`config.mk`:
```
export PLATFORM = sky130hd
export DESIGN_NAME = hba_size
export DESIGN_NICKNAME = d
export VERILOG_FILES = /design/src/rtl/core/hba_pkg.sv /design/src/rtl/core/hba_size.sv
export SDC_FILE = /design/constraint.sdc
export NUM_CORES = 1
export LEC_CHECK = 0
export ABC_AREA = 1
export BUFFER_PORTS_ARGS = -buffer_cell sky130_fd_sc_hd__buf_4
export CORE_UTILIZATION = 60
export DETAILED_ROUTE_END_ITERATION = 12
export PLACE_DENSITY = 0.9
export SLEW_MARGIN = 25
export SYNTH_ARGS = -nofsm -noshare
export SYNTH_HDL_FRONTEND = slang
export SYNTH_SLANG_ARGS = --single-unit
```
`constraint.sdc`:
```
create_clock -name vclk -period 6.45
set_input_delay 1.29 -clock vclk [all_inputs]
set_output_delay 1.29 -clock vclk [all_outputs]
set_load 0.02 [all_outputs]
```
`src/rtl/core/hba_pkg.sv`:
```
package hba_pkg;

	// defaults for the top-level parameters
	localparam int MAX_HANDLES_DEF  = 4096;
	localparam int HEADER_BYTES_DEF = 16;
	localparam int SLOT_BYTES_DEF   = 4;

	// field widths
	localparam int OP_W     = 3;
	localparam int ETYPE_W  = 3;
	localparam int COUNT_W  = 32;
	localparam int CLASS_W  = 16;
	localparam int HNDL_W   = 12;
	localparam int STATUS_W = 3;
	localparam int OFFS_W   = 24;
	localparam int WORDS_W  = 23;
	localparam int ALEN_W   = 25;
	localparam int HEAP_W   = 25;

	// size arithmetic: product of a 31-bit count and at most 8 bytes, plus
	// length word, header and rounding
	localparam int PROD_W  = 34;
	localparam int PAYLD_W = 35;
	localparam int TOTAL_W = 36;
	localparam int SUM_W   = TOTAL_W + 1;

	localparam logic [HEAP_W-1:0] HEAP_CAP   = 25'd16777216;
	localparam logic [HEAP_W-1:0] HEAP_RESET = 25'd1048576;

	localparam logic [TOTAL_W-1:0] ALIGN_LOW  = 36'd7;
	localparam logic [TOTAL_W-1:0] ALIGN_MASK = ~ALIGN_LOW;
	localparam logic [PAYLD_W-1:0] LEN_WORD_BYTES = 35'd4;

	// request codes
	localparam logic [OP_W-1:0] OP_OBJECT    = 3'd0;
	localparam logic [OP_W-1:0] OP_PRIM_ARR  = 3'd1;
	localparam logic [OP_W-1:0] OP_REF_ARR   = 3'd2;
	localparam logic [OP_W-1:0] OP_LONG_ARR  = 3'd3;
	localparam logic [OP_W-1:0] OP_RELEASE   = 3'd4;

	// result codes
	localparam logic [STATUS_W-1:0] ST_OK         = 3'd0;
	localparam logic [STATUS_W-1:0] ST_NO_MEMORY  = 3'd1;
	localparam logic [STATUS_W-1:0] ST_NEG_LENGTH = 3'd2;
	localparam logic [STATUS_W-1:0] ST_TABLE_FULL = 3'd3;
	localparam logic [STATUS_W-1:0] ST_BAD_HANDLE = 3'd4;

	typedef struct packed {
		logic [TOTAL_W-1:0] total;
		logic [WORDS_W-1:0] words;
		logic [ALEN_W-1:0]  arr_len;
	} size_info_t;

endpackage

```
`src/rtl/core/hba_size.sv`:
```
module hba_size import hba_pkg::*; #(
	parameter int HEADER_BYTES = HEADER_BYTES_DEF,
	parameter int SLOT_BYTES   = SLOT_BYTES_DEF
) (
	input  logic [OP_W-1:0]    op,
	input  logic [ETYPE_W-1:0] elem_type,
	input  logic [COUNT_W-1:0] count,
	output size_info_t         size
);

	logic [PROD_W-1:0]  cnt_ext;
	logic [PROD_W-1:0]  slot_prod;
	logic [PROD_W-1:0]  prod;
	logic [PAYLD_W-1:0] payload;
	logic [TOTAL_W-1:0] pay_round;
	logic [TOTAL_W-1:0] total;

	// sign bit is checked elsewhere; only the magnitude matters here
	assign cnt_ext   = PROD_W'(count[COUNT_W-2:0]);
	assign slot_prod = cnt_ext * PROD_W'(SLOT_BYTES);

	always_comb begin
		case (op)
			OP_PRIM_ARR: prod = cnt_ext << elem_type[2:1];
			OP_LONG_ARR: prod = cnt_ext << 3;
			default:     prod = slot_prod;
		endcase
	end

	always_comb begin
		if (op == OP_OBJECT) begin
			payload = PAYLD_W'(prod);
		end else begin
			payload = PAYLD_W'(prod) + LEN_WORD_BYTES;
		end
	end

	assign pay_round = (TOTAL_W'(payload) + ALIGN_LOW) & ALIGN_MASK;
	assign total     = (TOTAL_W'(payload) + TOTAL_W'(HEADER_BYTES) + ALIGN_LOW) & ALIGN_MASK;

	always_comb begin
		size.total = total;
		if (op == OP_OBJECT) begin
			size.words   = count[WORDS_W-1:0];
			size.arr_len = '0;
		end else begin
			size.words   = pay_round[WORDS_W+1:2];
			size.arr_len = count[ALEN_W-1:0];
		end
	end

endmodule

```
; Word-level counts from Yosys, hierarchy flattened
; Cells that the tools add are included.
[word_totals]
word_cells = 11
regBits = 0
[classes]
reduce_logical = 1
n_shift = 1
eq_ne = 2
addsub = 4
mux = 3
[ops]
columns = cell, count
row1 = $pmux 34 s2, 1
row2 = $mux 48, 1
row3 = $add 35x5->36 const B, 1
row4 = $add 36x3->36 const B, 1
row5 = $add 34x3->35 const B, 1
row6 = $mux 35, 1
row7 = $shl 31x2->34, 1
row8 = $add 25x3->25 const B, 1
row9 = $eq 3x1->1 const B, 1
row10 = $eq 3x2->1 const B, 1
row11 = $logic_not 3->1, 1

; Depth between registers and ports, before layout
; Gate-level depths: netlist of the first run.
[logic_depth]
word_depth = 6
ltp_mapped = 24
ltp_nobuf = 22

; Worst setup path after synthesis of the first run
; Ideal clock, no wire load.
[synth_path]
path_type = input-to-output
startpoint = input elem_type[2]
endpoint = output size[38] (netlist name)
arrival_time_ns = 3.880
required_ns = 5.160
path_stages = 17
path_slack_ns = 1.280
cell_sequence = buf_4 inv_2 buf_2 nand3_1 nand3_2 nand2_1 ha_1 nand2_1 clkinv_1 nand2_2 xor2_2 nand3_1 nor2_1 nand2_1 nor2_4 xor2_1 o21ai_0
[synth_rtl]
columns = item, line_no
row1 = from (decl), hba_size.sv:6  ; input logic [ETYPE_W-1:0] elem_type,
row2 = to (decl), hba_size.sv:8  ; output size_info_t size

==> results of run 1 <==
==> cell families (layout without fill, tap and decap cells) <==
group | count (synthesis) | count (layout) | share of synthesized area
adder cells (fa/ha/maj) | 1 | 1 | 0.00290
XOR/XNOR | 22 | 22 | 0.0507
buffers and inverters | 156 | 245 | 0.159
AND/OR/NAND/NOR | 621 | 621 | 0.664
AO/OA/AOI/OAI | 89 | 89 | 0.123
other | 1 | 4 | 0.000868
==> per-stage QoR <==
step                hold WS [ps]  cells
detailed placement          2910   1078
floorplan                   2740    893
global placement            2900   1078
CTS                         2910   1078
global route                2940   1078
finish                      2920   1078
==> synthesized netlist by cell type, types with 2 or more instances <==
library cell / number / area [um^2]
buf_1: 4 / 15.0
o21ai_0: 31 / 155
nor2_4: 16 / 180
a21oi_1: 14 / 70.1
clkinv_1: 2 / 7.51
o21ai_1: 16 / 80.1
nand3_1: 129 / 646
buf_4: 12 / 90.1
a22oi_2: 2 / 25.0
nor2_2: 21 / 131
buf_2: 8 / 40.0
xor2_1: 20 / 175
a21oi_2: 3 / 26.3
buf_6: 6 / 67.6
nand3_2: 5 / 50.1
nor3_2: 4 / 40.0
clkbuf_1: 4 / 15.0
inv_1: 102 / 383
nand3b_1: 2 / 15.0
nor3_1: 5 / 25.0
nor2_1: 129 / 484
nand2_1: 264 / 991
inv_2: 18 / 67.6
nand4_1: 20 / 125
a22oi_1: 17 / 128
nand2_2: 21 / 131
o21ai_2: 2 / 17.5
==> per-layer routing <==
metal	track usage	wire, um	up-vias
met5	0	0	-
met4	0.167	583	0
met3	0.0295	1110	46
met2	0.661	6640	316
met1	0.474	6060	2595
li1	-	-	3030
==> where the power goes <==
part           switching [mW]  internal [mW]  leakage [nW]  total (mW)
Clock                       0              0             0           0
Sequential                  0              0             0           0
Combinational           0.329          0.170          2.64       0.499
==> cell type report <==
| class | count | area share |
|---|---|---|
| Multi-Input combinational cell | 737 | 0.708 |
| Timing Repair Buffer | 123 | 0.179 |
| Inverter | 122 | 0.0890 |
| Tap cell | 96 | 0.0233 |
==> worst paths after layout <==
| check | from | end | slack [ps] |
|---|---|---|---|
| worst min-delay path | count[13] | size[38] | 2920 |
| worst max-delay path | elem_type[1] | size[36] | 360 |
==> results.cfg, run 1 <==
[logic_synthesis]
synth_cell_types = 40
syn_area_um2 = 4320
ys.warnings.count = 0
synth_area_per_cell_um2 = 4.85
synth_cells = 890
synth_seq_area_share = 0

[job]
maxCapViolCount = 0

[die]
coreArea_um2 = 6870
dieArea_um2 = 7540
die_x_um = 86.8
dieHeight_um = 86.8
num_rows = 30
start_util = 0.629
ios = 122

[power]
power.density_nw_per_um2 = 96.9
power_mw = 0.499
ir_drop_uv = 110
power.leakage_nw = 2.64

[cells_and_area]
mostFrequentLayoutCells = nand2_1 (264), nand3_1 (129), nor2_1 (129)
area_growth_pct = 19.1
multi_input_area_um2 = 3640
fin_util = 0.749
n_sequential_cell = 0
nets = 1023
regArea_um2 = 0
layout_commonest_cell = nand2_1
design_area_um2 = 5150
antenna_cells = 0
final.fill_count = 690
clkbuf_count = 0
drive_gt1_frac = 0.223

[sta]
rsz0062_at_grt = false
report.final.slew_viol_count = 0
fin_crit_ps = 6090
tightest_slew_ps = 531
setup_viol = 0
finalHoldViolations = 0
clock.fmax_mhz = 164
fin_crit_sh = 0.944
final.setup.tns_ps = 0
setup_slack_ps = 364
relSlewSlack = 0.643

[critical_path]
slowest_delay_ps = 330
cp_cell_sequence = buf_4, inv_2, nand2_1, nand3_1, nand3_1, nand2_1, inv_2, ha_1, nand2_1, clkinv_1, nand2_2, xor2_2, nand2_2, nor2_2, nand3_2, nor2_1, xor2_1, o21ai_1, buf_4
cp-end-kind = output pin
crit_path_start_kind = primary input
cp.required_ps = 5160
crit_top_cell = nand2_1
crit_cells = 19
path_max_fanout = 45
criticalPathCategory = primary input to output pin
crit_family = simple AND/OR/NAND/NOR gates
slowest_stage = inv_2
crit_buf_inv = 5
worstPathArrival_ps = 4800

[outcome]
outcome = finished clean

[place]
gp_congestion = 0.966
dpl-instance-area_um2 = 5150
dp_hpwl_mm = 11.7
port_buffers = 116
dp_worst_setup_slack_ps = 521

[min_path]
min_path_type = primary input to output pin
holdPathStages = 4

[global_route]
grt_pass1_wl_mm = 23.1
antenna_found_initial = 0
first_global_vias = 5116
grt.overflow.total = 0
grt_max_degree = 46
track_usage = 0.379

[drt]
drc = 0
antenna_left = 0
wire_per_inst_um = 13.4
drt_wl_total_mm = 14.4
via_per_inst = 5.55
vias = 5987
firstDrtPassIters = 5
drtIter0Drc = 477

[cts]
cts-resized-gates = 0
post-cts-setup-buffers = 0
holdBufCountCts = 0
Note: power is estimated with default switching activity, not from simulation.
==> run 2: changes to the inputs <==
CORE_MARGIN = 2   (was default)
==> run 2 against run 1 <==
Net effect:
- cell area down 0.15%
- maximum frequency up 0.73%
- global-route usage down 1.8 points
- utilization down 0.11 points
- non-clock buffer count down 1
==> results.cfg, run 2 (synthesis gave the netlist of run 1 again) <==
[die]
coreArea_um2 = 6870
die_x_um = 88.8
dieHeight_um = 88.8
num_rows = 30
ios = 122
start_util = 0.629
dieArea_um2 = 7890

[sta]
tightest_slew_ps = 535
setup_slack_ps = 409
relSlewSlack = 0.643
fin_crit_ps = 6040
clock.fmax_mhz = 166
fin_crit_sh = 0.937
rsz0062_at_grt = false
finalHoldViolations = 0
final.setup.tns_ps = 0
setup_viol = 0
report.final.slew_viol_count = 0

[critical_path]
cp.required_ps = 5160
crit_path_start_kind = primary input
slowest_stage = buf_4
worstPathArrival_ps = 4750
cp-end-kind = output pin
cp_cell_sequence = buf_4, inv_2, nand2_1, nand3_1, nand3_2, nand2_1, ha_1, nand2_1, clkinv_1, nand2_2, xor2_2, nand2_2, nor2_2, nand3_2, nor2_4, xor2_1, o21ai_1, buf_4
crit_top_cell = nand2_1
criticalPathCategory = primary input to output pin
slowest_delay_ps = 350
path_max_fanout = 45

[drt]
drtIter0Drc = 539
vias = 6016
wire_per_inst_um = 13.3
firstDrtPassIters = 6
via_per_inst = 5.59
drt_wl_total_mm = 14.3
drc = 0
antenna_left = 0

[global_route]
use_met2 = 0.652
first_global_vias = 5198
grt_pass1_wl_mm = 23.2
grt_use_met1 = 0.443
grt.overflow.total = 0
grt_busiest_layer = met2
antenna_found_initial = 0
grt_max_degree = 46
grtUsageMet3 = 0.0382
track_usage = 0.361

[cts]
holdBufCountCts = 0
post-cts-setup-buffers = 0
cts-resized-gates = 0

[power]
switchingPower_mw = 0.330
swShare = 0.661
power_mw = 0.499
seq_power_share = 0
ir_drop_uv = 98.7
p_clk_frac = 0
internal-power_mw = 0.169
combPwrFrac = 1.000
power.density_nw_per_um2 = 97.2
power.leakage_nw = 2.64

[job]
maxCapViolCount = 0

[place]
dp_worst_setup_slack_ps = 535
dp_hpwl_mm = 11.7
gp_congestion = 0.977
port_buffers = 116

[cells_and_area]
n_sequential_cell = 0
drive_gt1_frac = 0.222
mostFrequentLayoutCells = nand2_1 (264), nand3_1 (129), nor2_1 (129)
layout_commonest_cell = nand2_1
clkbuf_count = 0
final.fill_count = 668
area_growth_pct = 19.0
regArea_um2 = 0
antenna_cells = 0
nets = 1022

[outcome]
outcome = finished clean

[min_path]
min_path_type = primary input to output pin
## run 2: cell count changes in the layout (fill, tap and decap cells not counted), sizes merged
cell	change
buf	-1
## run 2: critical path: cells and delay by family
kind / cells / cell delay (ps)
adders and majority gates: 1 / 200
AOI/OAI and AO/OA: 1 / 90
buffers and inverters: 4 / 1060
xor gates and xnor gates: 2 / 550
and+or+nand+nor: 10 / 1530
## run 2: cell type report
class | count | area [um^2] | share of cell area
inverter | 122 | 458 | 0.0891
timing repair buffer | 122 | 916 | 0.178
multi-input combinational | 737 | 3640 | 0.709
tap | 96 | 120 | 0.0234
## run 2: power groups by stage
stage	Clock, mW	Combinational (mW)	Sequential, mW
after floorplan	0	0.339	0
after global placement	0	0.486	0
after detailed placement	0	0.491	0
after CTS	0	0.493	0
after global routing	0	0.544	0
final	0	0.499	0
## run 2: path summary, 6_finish.rpt
check	startpoint	end	depth (start not counted)
setup / recovery	elem_type[1]	size[39]	18
hold / removal	count[13]	size[38]	4
## run 2: per-layer routing
| layer | vias to the layer above | wire length, um |
|---|---|---|
| met5 | - | 0 |
| met4 | 0 | 487 |
| met3 | 48 | 1170 |
| met2 | 322 | 6770 |
| met1 | 2621 | 5870 |
| li1 | 3025 | - |
## run 2: metrics by stage
step / util / instance area, um^2 / hold WS (ps) / cells
finish: 0.748 / 5140 / 2920 / 1077
global route: 0.748 / 5140 / 2940 / 1077
CTS: 0.748 / 5140 / 2910 / 1077
detailed placement: 0.748 / 5140 / 2910 / 1077
global placement: 0.748 / 5140 / 2900 / 1077
floorplan: - / 4330 / 2740 / 893
